$ cat config.mk
export PLATFORM = sky130hd
export DESIGN_NAME = refcounted_handle_table_top
export DESIGN_NICKNAME = d
export VERILOG_FILES = /design/src/sv/rht_pkg.sv /design/src/sv/rht_ref_alu.sv /design/src/sv/rht_pool.sv /design/src/sv/rht_slot_store.sv /design/src/sv/rht_ctrl.sv /design/src/sv/refcounted_handle_table_top.sv
export SDC_FILE = /design/constraint.sdc
export NUM_CORES = 2
export LEC_CHECK = 0
export BUFFER_PORTS_ARGS = -buffer_cell sky130_fd_sc_hd__buf_2
export CAP_MARGIN = 20
export CORE_MARGIN = 2
export CORE_UTILIZATION = 55
export CTS_BUF_LIST = sky130_fd_sc_hd__clkbuf_16
export DETAILED_ROUTE_END_ITERATION = 12
export PLACE_DENSITY = 0.72
export SKIP_LAST_GASP = 1
export SYNTH_ARGS = -nofsm -noshare
export SYNTH_HDL_FRONTEND = slang
export SYNTH_HIERARCHICAL = 1
export SYNTH_SLANG_ARGS = --single-unit
$ cat constraint.sdc
create_clock -name clk -period 6.27 [get_ports clk]
set_clock_uncertainty 0.15 [all_clocks]
set_input_delay 1.254 -clock clk [delete_from_list [all_inputs] [get_ports clk]]
set_output_delay 1.254 -clock clk [all_outputs]
set_load 0.05 [all_outputs]
$ cat src/sv/rht_pkg.sv
// ----------------------------------------------------------------------------
// Reference-counted handle table: shared definitions
// Word layouts, command and status codes, and the internal control structs
// that pass between the sequencer, the slot store and the entry pool.
// ----------------------------------------------------------------------------
package rht_pkg;

  localparam int POOL_ENTRIES_DEF = 64;
  localparam int OWNERS_DEF       = 16;
  localparam int SLOTS_DEF        = 16;

  localparam int CMD_W    = 3;
  localparam int OWNER_W  = 4;
  localparam int SLOT_W   = 4;
  localparam int STATUS_W = 2;
  localparam int ENTRY_W  = 6;
  localparam int REFS_W   = 5;

  localparam logic [REFS_W-1:0] REFS_MAX = 5'd31;

  // Free entries are searched this many at a time.
  localparam int SCAN_W = 8;

  localparam logic [CMD_W-1:0] CMD_ALLOC_FROM = 3'd0;
  localparam logic [CMD_W-1:0] CMD_ALLOC_AT   = 3'd1;
  localparam logic [CMD_W-1:0] CMD_FREE_SLOT  = 3'd2;
  localparam logic [CMD_W-1:0] CMD_FREE_TABLE = 3'd3;
  localparam logic [CMD_W-1:0] CMD_COPY_TABLE = 3'd4;

  localparam logic [STATUS_W-1:0] ST_OK       = 2'd0;
  localparam logic [STATUS_W-1:0] ST_OCCUPIED = 2'd1;
  localparam logic [STATUS_W-1:0] ST_NO_SPACE = 2'd2;

  localparam logic [1:0] POP_NONE    = 2'd0;
  localparam logic [1:0] POP_TAKE    = 2'd1;
  localparam logic [1:0] POP_RELEASE = 2'd2;
  localparam logic [1:0] POP_INCR    = 2'd3;

  typedef struct packed {
    logic [CMD_W-1:0]   cmd;
    logic [OWNER_W-1:0] owner;
    logic [SLOT_W-1:0]  slot;
    logic [OWNER_W-1:0] source_owner;
  } in_word_t;

  typedef struct packed {
    logic [STATUS_W-1:0] status;
    logic [SLOT_W-1:0]   slot_out;
    logic [ENTRY_W-1:0]  entry_out;
    logic                entry_valid;
  } out_word_t;

  typedef struct packed {
    logic [1:0] op;
  } pool_req_t;

  typedef struct packed {
    logic ready;
    logic done;
    logic ok;
  } pool_rsp_t;

  typedef struct packed {
    logic rd_en;
    logic valid_we;
    logic valid_wd;
    logic entry_we;
  } slot_ctl_t;

endpackage

$ cat src/sv/rht_ref_alu.sv
// ----------------------------------------------------------------------------
// Reference count unit
// Saturating increment, and release that reports when the count runs out.
// ----------------------------------------------------------------------------
module rht_ref_alu
  import rht_pkg::*;
(
  input  logic              incr,
  input  logic [REFS_W-1:0] refs,
  output logic [REFS_W-1:0] refs_next,
  output logic              cleared
);

  always_comb begin
    cleared = 1'b0;
    if (incr) begin
      refs_next = (refs == REFS_MAX) ? refs : refs + REFS_W'(1);
    end else if (refs <= REFS_W'(1)) begin
      refs_next = '0;
      cleared   = 1'b1;
    end else begin
      refs_next = refs - REFS_W'(1);
    end
  end

endmodule

$ cat src/sv/rht_pool.sv
// ----------------------------------------------------------------------------
// Descriptor entry pool
// In-use flags, reference count memory with a clearing pass after reset,
// a first-fit search over the flags and the shared reference count unit.
// ----------------------------------------------------------------------------
module rht_pool
  import rht_pkg::*;
#(
  parameter int POOL_ENTRIES = POOL_ENTRIES_DEF
) (
  input  logic                            clk,
  input  logic                            rst,
  input  pool_req_t                       req,
  input  logic [$clog2(POOL_ENTRIES)-1:0] req_entry,
  output pool_rsp_t                       rsp,
  output logic [$clog2(POOL_ENTRIES)-1:0] rsp_entry
);

  localparam int EW     = $clog2(POOL_ENTRIES);
  localparam int CHUNKS = (POOL_ENTRIES + SCAN_W - 1) / SCAN_W;
  localparam int CW     = (CHUNKS > 1) ? $clog2(CHUNKS) : 1;
  localparam int PADW   = CHUNKS * SCAN_W;
  localparam int PEW    = $clog2(SCAN_W);

  localparam logic [1:0] P_CLEAR = 2'd0;
  localparam logic [1:0] P_IDLE  = 2'd1;
  localparam logic [1:0] P_UPD   = 2'd2;
  localparam logic [1:0] P_SCAN  = 2'd3;

  logic [1:0]              state;
  logic [EW-1:0]           clr_cnt;
  logic [CW-1:0]           chunk;
  logic [EW-1:0]           ent_r;
  logic                    incr_r;
  logic [POOL_ENTRIES-1:0] in_use;
  logic [REFS_W-1:0]       refs_rd;
  logic [REFS_W-1:0]       refs_mem [POOL_ENTRIES];

  logic [POOL_ENTRIES-1:0] free_vec;
  logic [PADW-1:0]         free_pad;
  logic [SCAN_W-1:0]       chunk_bits;
  logic                    pe_hit;
  logic [PEW-1:0]          pe_idx;
  logic [EW-1:0]           found_idx;
  logic                    last_chunk;

  logic [REFS_W-1:0]       alu_refs;
  logic                    alu_clr;

  logic                    mem_we;
  logic [EW-1:0]           mem_addr;
  logic [REFS_W-1:0]       mem_wd;
  logic                    rd_en;

  rht_ref_alu u_alu (
    .incr      (incr_r),
    .refs      (refs_rd),
    .refs_next (alu_refs),
    .cleared   (alu_clr)
  );

  // Padding entries beyond the pool read as taken.
  assign free_vec   = ~in_use;
  assign free_pad   = PADW'(free_vec);
  assign chunk_bits = free_pad[chunk*SCAN_W +: SCAN_W];
  assign last_chunk = (chunk == CW'(CHUNKS - 1));
  assign found_idx  = EW'({chunk, pe_idx});

  always_comb begin
    pe_hit = |chunk_bits;
    pe_idx = '0;
    for (int i = SCAN_W - 1; i >= 0; i--) begin
      if (chunk_bits[i]) pe_idx = PEW'(i);
    end
  end

  always_comb begin
    rsp.ready = (state != P_CLEAR);
    rsp.done  = 1'b0;
    rsp.ok    = 1'b0;
    rsp_entry = found_idx;
    mem_we    = 1'b0;
    mem_addr  = ent_r;
    mem_wd    = alu_refs;
    rd_en     = 1'b0;
    unique case (state)
      P_CLEAR: begin
        mem_we   = 1'b1;
        mem_addr = clr_cnt;
        mem_wd   = '0;
      end
      P_IDLE: begin
        rd_en = (req.op == POP_RELEASE) || (req.op == POP_INCR);
      end
      P_UPD: begin
        mem_we   = 1'b1;
        rsp.done = 1'b1;
        rsp.ok   = 1'b1;
      end
      P_SCAN: begin
        if (pe_hit) begin
          mem_we   = 1'b1;
          mem_addr = found_idx;
          mem_wd   = REFS_W'(1);
          rsp.done = 1'b1;
          rsp.ok   = 1'b1;
        end else if (last_chunk) begin
          rsp.done = 1'b1;
        end
      end
      default: ;
    endcase
  end

  always_ff @(posedge clk) begin
    if (rst) begin
      state   <= P_CLEAR;
      clr_cnt <= '0;
      in_use  <= '0;
    end else begin
      unique case (state)
        P_CLEAR: begin
          clr_cnt <= clr_cnt + EW'(1);
          if (clr_cnt == EW'(POOL_ENTRIES - 1)) state <= P_IDLE;
        end
        P_IDLE: begin
          if (req.op == POP_RELEASE || req.op == POP_INCR) begin
            ent_r  <= req_entry;
            incr_r <= (req.op == POP_INCR);
            state  <= P_UPD;
          end else if (req.op == POP_TAKE) begin
            chunk <= '0;
            state <= P_SCAN;
          end
        end
        P_UPD: begin
          if (alu_clr) in_use[ent_r] <= 1'b0;
          state <= P_IDLE;
        end
        P_SCAN: begin
          if (pe_hit) begin
            in_use[found_idx] <= 1'b1;
            state             <= P_IDLE;
          end else if (last_chunk) begin
            state <= P_IDLE;
          end else begin
            chunk <= chunk + CW'(1);
          end
        end
        default: state <= P_IDLE;
      endcase
    end
  end

  always_ff @(posedge clk) begin
    if (mem_we) refs_mem[mem_addr] <= mem_wd;
    if (rd_en) refs_rd <= refs_mem[req_entry];
  end

endmodule

$ cat src/sv/rht_slot_store.sv
// ----------------------------------------------------------------------------
// Owner slot store
// Per-slot valid flags in flip-flops and the slot-to-entry memory.
// ----------------------------------------------------------------------------
module rht_slot_store
  import rht_pkg::*;
#(
  parameter int POOL_ENTRIES = POOL_ENTRIES_DEF,
  parameter int OWNERS       = OWNERS_DEF,
  parameter int SLOTS        = SLOTS_DEF
) (
  input  logic                                                clk,
  input  logic                                                rst,
  input  slot_ctl_t                                           ctl,
  input  logic [((OWNERS*SLOTS > 1) ? $clog2(OWNERS*SLOTS) : 1)-1:0] rd_idx,
  input  logic [((OWNERS*SLOTS > 1) ? $clog2(OWNERS*SLOTS) : 1)-1:0] wr_idx,
  input  logic [$clog2(POOL_ENTRIES)-1:0]                     wr_entry,
  output logic                                                rd_valid,
  output logic [$clog2(POOL_ENTRIES)-1:0]                     rd_entry
);

  localparam int DEPTH = OWNERS * SLOTS;
  localparam int EW    = $clog2(POOL_ENTRIES);

  logic [DEPTH-1:0] slot_valid;
  logic [EW-1:0]    slot_entry [DEPTH];

  always_ff @(posedge clk) begin
    if (rst) begin
      slot_valid <= '0;
    end else if (ctl.valid_we) begin
      slot_valid[wr_idx] <= ctl.valid_wd;
    end
  end

  always_ff @(posedge clk) begin
    if (ctl.entry_we) slot_entry[wr_idx] <= wr_entry;
    if (ctl.rd_en) rd_entry <= slot_entry[rd_idx];
  end

  assign rd_valid = slot_valid[rd_idx];

endmodule

$ cat src/sv/rht_ctrl.sv
// ----------------------------------------------------------------------------
// Command sequencer
// Decodes one command word, walks the slots it touches, drives the entry
// pool and holds the result word until it is taken.
// ----------------------------------------------------------------------------
module rht_ctrl
  import rht_pkg::*;
#(
  parameter int POOL_ENTRIES = POOL_ENTRIES_DEF,
  parameter int OWNERS       = OWNERS_DEF,
  parameter int SLOTS        = SLOTS_DEF
) (
  input  logic                                                clk,
  input  logic                                                rst,
  input  logic                                                in_valid,
  output logic                                                in_ready,
  input  in_word_t                                            in_word,
  output logic                                                out_valid,
  input  logic                                                out_ready,
  output out_word_t                                           out_word,
  output pool_req_t                                           pool_req,
  output logic [$clog2(POOL_ENTRIES)-1:0]                     pool_entry_req,
  input  pool_rsp_t                                           pool_rsp,
  input  logic [$clog2(POOL_ENTRIES)-1:0]                     pool_entry,
  output slot_ctl_t                                           slot_ctl,
  output logic [((OWNERS*SLOTS > 1) ? $clog2(OWNERS*SLOTS) : 1)-1:0] rd_idx,
  output logic [((OWNERS*SLOTS > 1) ? $clog2(OWNERS*SLOTS) : 1)-1:0] wr_idx,
  output logic [$clog2(POOL_ENTRIES)-1:0]                     wr_entry,
  input  logic                                                rd_valid,
  input  logic [$clog2(POOL_ENTRIES)-1:0]                     rd_entry
);

  localparam int IW = (OWNERS * SLOTS > 1) ? $clog2(OWNERS * SLOTS) : 1;
  localparam int SW = (SLOTS > 1) ? $clog2(SLOTS) : 1;

  localparam logic [3:0] S_IDLE      = 4'd0;
  localparam logic [3:0] S_AF_CHK    = 4'd1;
  localparam logic [3:0] S_AT_CHK    = 4'd2;
  localparam logic [3:0] S_TAKE_WAIT = 4'd3;
  localparam logic [3:0] S_REL_CHK   = 4'd4;
  localparam logic [3:0] S_REL_ISSUE = 4'd5;
  localparam logic [3:0] S_REL_WAIT  = 4'd6;
  localparam logic [3:0] S_CP_CHK    = 4'd7;
  localparam logic [3:0] S_CP_ISSUE  = 4'd8;
  localparam logic [3:0] S_CP_WAIT   = 4'd9;
  localparam logic [3:0] S_RESP      = 4'd10;

  logic [3:0]         state, state_next;
  logic [CMD_W-1:0]   cmd_r, cmd_next;
  logic [OWNER_W-1:0] own_r, own_next;
  logic [OWNER_W-1:0] src_r, src_next;
  logic [SW-1:0]      scnt, scnt_next;
  out_word_t          res, res_next;
  logic               out_valid_next;
  out_word_t          out_word_next;

  logic               own_in_ok, src_in_ok, slot_in_ok;
  logic [IW-1:0]      own_idx, src_idx;
  logic               last;
  logic               rd_src;
  logic               rel_adv, cp_adv;

  assign own_in_ok  = (9'(in_word.owner) < 9'(OWNERS));
  assign src_in_ok  = (9'(in_word.source_owner) < 9'(OWNERS));
  assign slot_in_ok = (9'(in_word.slot) < 9'(SLOTS));

  assign own_idx = IW'(IW'(own_r) * IW'(SLOTS)) + IW'(scnt);
  assign src_idx = IW'(IW'(src_r) * IW'(SLOTS)) + IW'(scnt);
  assign last    = (scnt == SW'(SLOTS - 1));

  assign rd_idx         = rd_src ? src_idx : own_idx;
  assign wr_idx         = own_idx;
  assign wr_entry       = (state == S_CP_ISSUE) ? rd_entry : pool_entry;
  assign pool_entry_req = rd_entry;
  assign in_ready       = (state == S_IDLE) && pool_rsp.ready;

  always_comb begin
    state_next     = state;
    cmd_next       = cmd_r;
    own_next       = own_r;
    src_next       = src_r;
    scnt_next      = scnt;
    res_next       = res;
    out_valid_next = out_valid;
    out_word_next  = out_word;
    pool_req.op    = POP_NONE;
    slot_ctl       = '0;
    rd_src         = 1'b0;
    rel_adv        = 1'b0;
    cp_adv         = 1'b0;

    if (out_valid && out_ready) out_valid_next = 1'b0;

    unique case (state)
      S_IDLE: begin
        if (in_valid && in_ready) begin
          cmd_next  = in_word.cmd;
          own_next  = in_word.owner;
          src_next  = in_word.source_owner;
          scnt_next = '0;
          res_next  = '0;
          if (in_word.cmd <= CMD_COPY_TABLE && !own_in_ok) begin
            res_next.status = ST_NO_SPACE;
            state_next      = S_RESP;
          end else begin
            unique case (in_word.cmd)
              CMD_ALLOC_FROM: begin
                if (!slot_in_ok) begin
                  res_next.status = ST_NO_SPACE;
                  state_next      = S_RESP;
                end else begin
                  scnt_next  = SW'(in_word.slot);
                  state_next = S_AF_CHK;
                end
              end
              CMD_ALLOC_AT: begin
                if (!slot_in_ok) begin
                  res_next.status = ST_NO_SPACE;
                  state_next      = S_RESP;
                end else begin
                  scnt_next  = SW'(in_word.slot);
                  state_next = S_AT_CHK;
                end
              end
              CMD_FREE_SLOT: begin
                if (!slot_in_ok) begin
                  state_next = S_RESP;
                end else begin
                  scnt_next  = SW'(in_word.slot);
                  state_next = S_REL_CHK;
                end
              end
              CMD_FREE_TABLE: begin
                state_next = S_REL_CHK;
              end
              CMD_COPY_TABLE: begin
                if (!src_in_ok) begin
                  res_next.status = ST_NO_SPACE;
                  state_next      = S_RESP;
                end else begin
                  state_next = S_REL_CHK;
                end
              end
              default: state_next = S_RESP;
            endcase
          end
        end
      end

      S_AF_CHK: begin
        if (rd_valid) begin
          if (last) begin
            res_next.status = ST_NO_SPACE;
            state_next      = S_RESP;
          end else begin
            scnt_next = scnt + SW'(1);
          end
        end else begin
          pool_req.op = POP_TAKE;
          state_next  = S_TAKE_WAIT;
        end
      end

      S_AT_CHK: begin
        if (rd_valid) begin
          res_next.status = ST_OCCUPIED;
          state_next      = S_RESP;
        end else begin
          pool_req.op = POP_TAKE;
          state_next  = S_TAKE_WAIT;
        end
      end

      S_TAKE_WAIT: begin
        if (pool_rsp.done) begin
          if (pool_rsp.ok) begin
            slot_ctl.valid_we    = 1'b1;
            slot_ctl.valid_wd    = 1'b1;
            slot_ctl.entry_we    = 1'b1;
            res_next.entry_out   = ENTRY_W'(pool_entry);
            res_next.entry_valid = 1'b1;
            if (cmd_r == CMD_ALLOC_FROM) res_next.slot_out = SLOT_W'(scnt);
          end else if (cmd_r == CMD_ALLOC_FROM) begin
            res_next.status = ST_NO_SPACE;
          end
          // A failed take at a given slot still answers ok with no entry.
          state_next = S_RESP;
        end
      end

      S_REL_CHK: begin
        if (rd_valid) begin
          slot_ctl.rd_en    = 1'b1;
          slot_ctl.valid_we = 1'b1;
          slot_ctl.valid_wd = 1'b0;
          state_next        = S_REL_ISSUE;
        end else begin
          rel_adv = 1'b1;
        end
      end

      S_REL_ISSUE: begin
        pool_req.op = POP_RELEASE;
        state_next  = S_REL_WAIT;
      end

      S_REL_WAIT: begin
        if (pool_rsp.done) rel_adv = 1'b1;
      end

      S_CP_CHK: begin
        rd_src = 1'b1;
        if (rd_valid) begin
          slot_ctl.rd_en = 1'b1;
          state_next     = S_CP_ISSUE;
        end else begin
          cp_adv = 1'b1;
        end
      end

      S_CP_ISSUE: begin
        slot_ctl.valid_we = 1'b1;
        slot_ctl.valid_wd = 1'b1;
        slot_ctl.entry_we = 1'b1;
        pool_req.op       = POP_INCR;
        state_next        = S_CP_WAIT;
      end

      S_CP_WAIT: begin
        if (pool_rsp.done) cp_adv = 1'b1;
      end

      S_RESP: begin
        if (!out_valid || out_ready) begin
          out_valid_next = 1'b1;
          out_word_next  = res;
          state_next     = S_IDLE;
        end
      end

      default: state_next = S_IDLE;
    endcase

    // The destination table is emptied before a copy starts.
    if (rel_adv) begin
      if (cmd_r == CMD_FREE_SLOT) begin
        state_next = S_RESP;
      end else if (last) begin
        if (cmd_r == CMD_COPY_TABLE) begin
          scnt_next  = '0;
          state_next = S_CP_CHK;
        end else begin
          state_next = S_RESP;
        end
      end else begin
        scnt_next  = scnt + SW'(1);
        state_next = S_REL_CHK;
      end
    end

    if (cp_adv) begin
      if (last) begin
        state_next = S_RESP;
      end else begin
        scnt_next  = scnt + SW'(1);
        state_next = S_CP_CHK;
      end
    end
  end

  always_ff @(posedge clk) begin
    if (rst) begin
      state     <= S_IDLE;
      out_valid <= 1'b0;
    end else begin
      state     <= state_next;
      out_valid <= out_valid_next;
    end
  end

  always_ff @(posedge clk) begin
    cmd_r    <= cmd_next;
    own_r    <= own_next;
    src_r    <= src_next;
    scnt     <= scnt_next;
    res      <= res_next;
    out_word <= out_word_next;
  end

endmodule

$ cat src/sv/refcounted_handle_table_top.sv
// An occupied slot on a table walk passes through a check, an issue and a wait state.
// Allocation searches the pool in groups of 8 entries, at most (POOL_ENTRIES+7)/8 groups.
// free_table walks every slot of the owner; copy_table first empties the destination table, then walks the source.
// One command word is in flight at a time; the next is taken once its result is registered.
// After reset the count memory is cleared entry by entry, with in_ready low.
// ----------------------------------------------------------------------------
// Reference-counted handle table
// Per-owner slot tables naming entries of a shared, reference-counted pool.
// ----------------------------------------------------------------------------
module refcounted_handle_table_top
  import rht_pkg::*;
#(
  parameter int POOL_ENTRIES = POOL_ENTRIES_DEF,
  parameter int OWNERS       = OWNERS_DEF,
  parameter int SLOTS        = SLOTS_DEF
) (
  input  logic      clk,
  input  logic      rst,
  input  logic      in_valid,
  output logic      in_ready,
  input  in_word_t  in_word,
  output logic      out_valid,
  input  logic      out_ready,
  output out_word_t out_word
);

  localparam int IW = (OWNERS * SLOTS > 1) ? $clog2(OWNERS * SLOTS) : 1;
  localparam int EW = $clog2(POOL_ENTRIES);

  pool_req_t     pool_req;
  pool_rsp_t     pool_rsp;
  logic [EW-1:0] pool_entry_req;
  logic [EW-1:0] pool_entry;
  slot_ctl_t     slot_ctl;
  logic [IW-1:0] rd_idx;
  logic [IW-1:0] wr_idx;
  logic [EW-1:0] wr_entry;
  logic          rd_valid;
  logic [EW-1:0] rd_entry;

  rht_ctrl #(
    .POOL_ENTRIES (POOL_ENTRIES),
    .OWNERS       (OWNERS),
    .SLOTS        (SLOTS)
  ) u_ctrl (
    .clk            (clk),
    .rst            (rst),
    .in_valid       (in_valid),
    .in_ready       (in_ready),
    .in_word        (in_word),
    .out_valid      (out_valid),
    .out_ready      (out_ready),
    .out_word       (out_word),
    .pool_req       (pool_req),
    .pool_entry_req (pool_entry_req),
    .pool_rsp       (pool_rsp),
    .pool_entry     (pool_entry),
    .slot_ctl       (slot_ctl),
    .rd_idx         (rd_idx),
    .wr_idx         (wr_idx),
    .wr_entry       (wr_entry),
    .rd_valid       (rd_valid),
    .rd_entry       (rd_entry)
  );

  rht_pool #(
    .POOL_ENTRIES (POOL_ENTRIES)
  ) u_pool (
    .clk       (clk),
    .rst       (rst),
    .req       (pool_req),
    .req_entry (pool_entry_req),
    .rsp       (pool_rsp),
    .rsp_entry (pool_entry)
  );

  rht_slot_store #(
    .POOL_ENTRIES (POOL_ENTRIES),
    .OWNERS       (OWNERS),
    .SLOTS        (SLOTS)
  ) u_store (
    .clk      (clk),
    .rst      (rst),
    .ctl      (slot_ctl),
    .rd_idx   (rd_idx),
    .wr_idx   (wr_idx),
    .wr_entry (wr_entry),
    .rd_valid (rd_valid),
    .rd_entry (rd_entry)
  );

endmodule

# [Yosys cells after proc, flatten, opt, wreduce, memory -nomap -nowiden]
# Memory sizes are Yosys's and may differ from the RTL's. A register that Yosys moved wholly into a read port is not among the register bits.
# Cells that the tools add are included.
[op_classes] add_sub_neg=7 order_cmp=8 eq_ne=50 shift=1 muxes=107 n_bitwise=5 reduce_logical=34
[op_table] operator="$bwmux 256" count=1
[op_table] operator="$mux 64" count=2
[op_table] operator="$not 64->64" count=2
[op_table] operator="$pmux 64 s2" count=1
[op_table] operator="$mux 4" count=25
[op_table] operator="$and 64x64->64" count=1
[op_table] operator="$or 64x64->64" count=1
[op_table] operator="$shiftx 64x7->8" count=1
[op_table] operator="$mux 3" count=15
[op_table] operator="$pmux 4 s10" count=1
[op_table] operator="$mux 13" count=2
[op_table] operator="$mux 1" count=22
[op_table] operator="$pmux 11 s2" count=1
[op_table] operator="$mux 2" count=10
[op_table] operator="$mux 5" count=4
[op_table] operator="$lt 8x9->1 const B" count=2
[op_table] operator="$ne 2x2->1 const B" count=9
[op_table] operator="$add 8x4->8" count=2
[op_table] operator="$eq 4x3->1 const B" count=4
[op_table] operator="$eq 4x4->1 const B" count=4
[op_table] operator="$ne 4x2->1 const B" count=4
[op_table] operator="$pmux 2 s4" count=2
[op_table] operator="$lt 6x7->1 const B" count=2
[op_table] operator="$demux 1 s6" count=2
[op_table] operator="53 further kinds" count=92
[totals] ff_bits=384 mem_bits_rw=1856 inputBits=19 wordCells=235 mem_count=2
[mem_list] name="u_store.slot_entry" depth=256 width=6 rd=1 rd_ports_with_merged_regs=1 wr=1 line_no="rht_slot_store.sv:26" rtl="logic [EW-1:0] slot_entry [DEPTH];"
[mem_list] name="u_pool.refs_mem" depth=64 width=5 rd=1 rd_ports_with_merged_regs=1 wr=1 line_no="rht_pool.sv:37" rtl="logic [REFS_W-1:0] refs_mem [POOL_ENTRIES];"

# [Longest topological paths before layout]
[logic_depth] ltp_word=17 depth_mapped=22

# [Hierarchy]
# The synthesis kept the hierarchy.
[by_module_without_submodules] module="rht_slot_store" instances=1 cells_per_inst=4022 area_each_um2=71368.4 seq_area_each_um2=51429.3
[by_module_without_submodules] module="rht_pool" instances=1 cells_per_inst=1088 area_each_um2=17155.2 seq_area_each_um2=11501.0
[by_module_without_submodules] module="rht_ctrl" instances=1 cells_per_inst=233 area_each_um2=2685.1 seq_area_each_um2=1291.2
[by_module_without_submodules] module="rht_ref_alu" instances=1 cells_per_inst=35 area_each_um2=255.2 seq_area_each_um2=0.0

# [Worst setup path before layout]
# Ideal clock, no wire load.
[synth_timing] path_type="reg2reg" startpoint="register u_ctrl.state[0]" endpoint="register u_store.slot_valid[140]" setup_time_ns=0.086 arrival_ns=4.807 required_ns=6.034 slack_ns=1.227 path_stages_with_launch=21 period_less_slack_ns=5.043 cell_sequence="dfxtp_1 > buf_2 > nor2b_1 > nand3_1 > mux2_2 > buf_2 > buf_2 > clkbuf_1 > nand3_1 > o211ai_1 > nor3_1 > nor4_1 > clkbuf_1 > nand4b_1 > nand2b_1 > inv_1 > clkbuf_1 > nor2_1 > clkbuf_1 > a21oi_1 > a211oi_1"
[synth_rtl] element="start, declared" line_no="rht_ctrl.sv:48" rtl="logic [3:0] state, state_next;"
[synth_rtl] element="start signal, assigned" line_no="rht_ctrl.sv:276" rtl="state <= state_next;"
[synth_rtl] element="end signal, assigned by index" line_no="rht_slot_store.sv:32" rtl="slot_valid[wr_idx] <= ctl.valid_wd;"
[synth_rtl] element="end, declared" line_no="rht_slot_store.sv:25" rtl="logic [DEPTH-1:0] slot_valid;"

==> results by group <==
Timing
  • TNS Setup: 0 ps
  • Final min period: a little under 6000 ps
  • Crit share post-route: 0.936
  • Pin slew with the least headroom to its limit: about 1100 ps
  • Hold Vio Cnt, Final: 0
  • Final setup fails: 0
  • Peak Freq: approximately 170 MHz
  • Slew Viols, Final: 0
  • Slew HR: 0.241
  • RSZ-0062 raised after global routing: false

Synth
  • Main synth FF type: edfxtp_1
  • Async SR Flop Fraction: 0
  • Syn Nets: ~5400
  • Synth Register Bits: 2251
  • Synth top area cells: edfxtp_1 63%, mux4_2 12%, dfxtp_1 7.4%
  • Post-synth top area share: 0.628
  • Distinct cells, synth: ~110
  • Most frequent cell after synthesis: edfxtp_1
  • Number of synthesized flops with an enable pin: approximately 1900
  • Biggest area consumer among synthesized cells: edfxtp_1
  • Synth warnings: 6
  • Post-Synth XOR/XNOR Area: 0.000862
  • Post-synthesis sequential area ratio: 0.702
  • Synthesized-area fraction occupied by adder cells: 0.00150
  • Compound-gate portion of the synthesized area: 0.0771
  • Simple-Gate Fraction of Synth Area: 0.0469
  • Mux contribution to synthesized area: 0.146
  • Largest family of logic cells by synthesized area: multiplexers
  • Post-Synthesis Cells: approximately 5400
  • Cell area after synthesis: 91500 µm²
  • Commonest cells in the netlist: 1914 x edfxtp_1, 489 x mux4_2, 426 x nor2_1, 395 x a21oi_1, 337 x dfxtp_1
  • Syn_area_per_cell: between 15 and 20 µm²

Detailed routing
  • Vias: approximately 52000
  • DRT antenna net count: 0
  • Routed vias/inst: between 6 and 7
  • Initial DRC count: 7353
  • Wire length per cell: 29.4 µm
  • Post-route DRC: 0
  • Drt first pass iters: 9
  • Routed WL: ~230000 µm

Place
  • GP Congestion: between 0.9 and 1
  • Dpl cell area: around 94000 µm²
  • Post-DP HPWL: between 100000 and 150000 µm
  • PortBufs: 33

Critical path
  • Reg2reg end: u_store/slot_valid[175]
  • Arr. time, crit path: ~6400 ps
  • CP delay by family, top: simple AND/OR/NAND/NOR gates
  • Slowest CP cell: a2111oi_0
  • Reg2reg path depth: 19
  • Critical path's most frequent cell: buf_4
  • R2R Path Start: u_ctrl/state[0]
  • Crit path required time: 6810 ps
  • Worst path bufs/invs: 5
  • Crit-path max cell delay: between 800 and 900 ps
  • Critical path class: register to register
  • Crit path max fanout: 19
  • R2R Setup Slk: between 400 and 500 ps
  • CP cell instances: nor2b_1, buf_4, nand3_1, mux2_2, buf_4, nor4b_1, buf_4, a22oi_1, nand2_1, a2111oi_0, nor3_1, nor4_2, buf_4, nand4b_1, nand2b_1, nand2b_1, nor2_1, buf_4, a211oi_1
  • Critical Path End Type: register
  • Critical Path Source Type: register

Outcome
  • Status: completed

Floorplanning
  • Starting Density: 0.554
  • IO Count: 34
  • Core area: between 150000 and 200000 µm²
  • Die Y: between 400 and 500 µm
  • Rows: roughly 150
  • Die Area: between 150000 and 200000 µm²
  • Die width: 412 µm

Worst hold path
  • Worst Hold Path EP: u_ctrl/out_word[0]
  • Hold Path Stages: 0
  • Hold Path Origin: u_ctrl/res[0]
  • Worst min path class: register to register

Power
  • Sw Pwr: about 11 mW
  • Clk pwr share: 0.335
  • Sequential share of power: 0.447
  • Worst vdd ir: 0.000336 V
  • P_leak: between 30 and 40 nW
  • Sw frac: 0.291
  • Comb power frac: 0.219
  • PwrDens: between 300 and 400 nW/µm²
  • P_int: around 27 mW

Final layout
  • Number of nets in the layout: about 5500
  • Area delta synth->final: 10.7%
  • Finished Cell Area: around 100000 µm²
  • Share of cells above drive strength 1: 0.203

Clock tree
  • CTS Root Buffer Type: clkbuf_16
  • Clock-pin slew on the worst setup and hold paths: 70 ps
  • Post-CTS setup buffer count: 0
  • Worst skew pair latency: 870 ps
  • TritonCTS clock tree: done
  • CTS sink count: approximately 2300
  • Num CTS Buffers: approximately 220
  • Maximum clock insertion buffer count: 3
  • CTS Hold Bufs: 0
  • H-tree depth: 4
  • Post_cts resized: 0

Global routing
  • GRT Util Overall: 0.269
  • First-pass GRT wire length: around 340000 µm
  • Initial antenna violation count: 2
  • Number of global-route vias before repair: 50700
  • Largest net degree at the start of global routing: 214
  • GR Overflow Total: 0

Job
  • Max cap viols: 0
[cell families after synthesis]
kind of cell | count (synthesis)
compound gates | 1075
xor+xnor | 9
fa+ha+maj | 11
buf+inv | 423
flops | 2251
mux | 691
simple gates | 918
[power groups by stage]
stage               sequential (mW)  combinational [mW]  clock, mW
finish                         17.3                8.45       12.9
global route                   17.3                8.84       13.6
CTS                            17.3                8.34       13.1
detailed placement             17.6                8.30          0
global placement               17.6                8.21          0
floorplan                      17.5                6.02          0
[placed cells by master, fill, tap and decap left out, types with 74 or more instances in the layout]
cell type	netlist	final
a22oi_1	80	80
mux2i_1	169	169
a211oi_1	263	263
nor2_1	426	416
o21ai_0	87	87
clkbuf_16	0	216
dfxtp_1	337	333
mux4_2	489	489
nand2_1	162	155
buf_4	51	180
a21oi_1	395	395
nor3_1	81	74
edfxtp_1	1914	1914
[through the flow]
| stage | power [mW] | utilization | std cells | hold WS (ps) | setup WS (ps) |
|---|---|---|---|---|---|
| 4_1_cts | 38.7 | 0.613 | 7797 | 269 | 558 |
| 3_3_place_gp | 25.8 | 0.570 | 7394 | 252 | 556 |
| 6_report | 38.7 | 0.613 | 7805 | 267 | 401 |
| 2_1_floorplan | 23.5 | - | 5378 | 250 | 1230 |
| 3_5_place_dp | 25.9 | 0.570 | 7395 | 255 | 590 |
| 5_1_grt | 39.8 | 0.613 | 7804 | 274 | 224 |
[how the worst max path moves through the flow]
stage	start	end	slack, ps	cells after the start
floorplan	u_ctrl/state[0]	u_store/slot_valid[140]	1230	20
global placement	u_ctrl/state[0]	u_store/slot_valid[192]	560	20
detailed placement	u_ctrl/state[0]	u_store/slot_valid[48]	590	20
CTS	u_ctrl/state[0]	u_store/slot_valid[192]	560	20
global route	u_ctrl/state[0]	u_store/slot_valid[224]	220	20
finish	u_ctrl/state[0]	u_store/slot_valid[175]	400	19
[state kept, by name, summed over array words and instances (netlist names), 5 cells and up]
signal / cells
u_ctrl/res: 13
u_pool/refs_rd: 5
u_pool/ent_r: 6
u_store/rd_entry: 6
u_store/slot_entry: 1536
u_pool/clr_cnt: 6
u_ctrl/out_word: 13
u_store/slot_valid: 256
u_pool/in_use: 64
u_pool/refs_mem: 320
[routing by layer]
| metal | vias up | GRT usage | share of wire |
|---|---|---|---|
| met1 | 27000 | 0.395 | 0.40 |
| met4 | 4 | 0.0905 | 0.033 |
| met5 | - | 0 | 0.00012 |
| li1 | 21900 | - | - |
| met3 | 408 | 0.0596 | 0.10 |
| met2 | 2956 | 0.404 | 0.46 |
[layout make-up]
class,count,area [µm²]
inverter,21,78.8
clock inverter,186,1670
antenna,1,2.50
tap,2189,2740
multi-input combinational,2704,25100
timing repair buffer,237,1980
fill,11500,63800
clock buffer,216,5410
sequential,2251,64200
(Power assumes the default switching activity.)
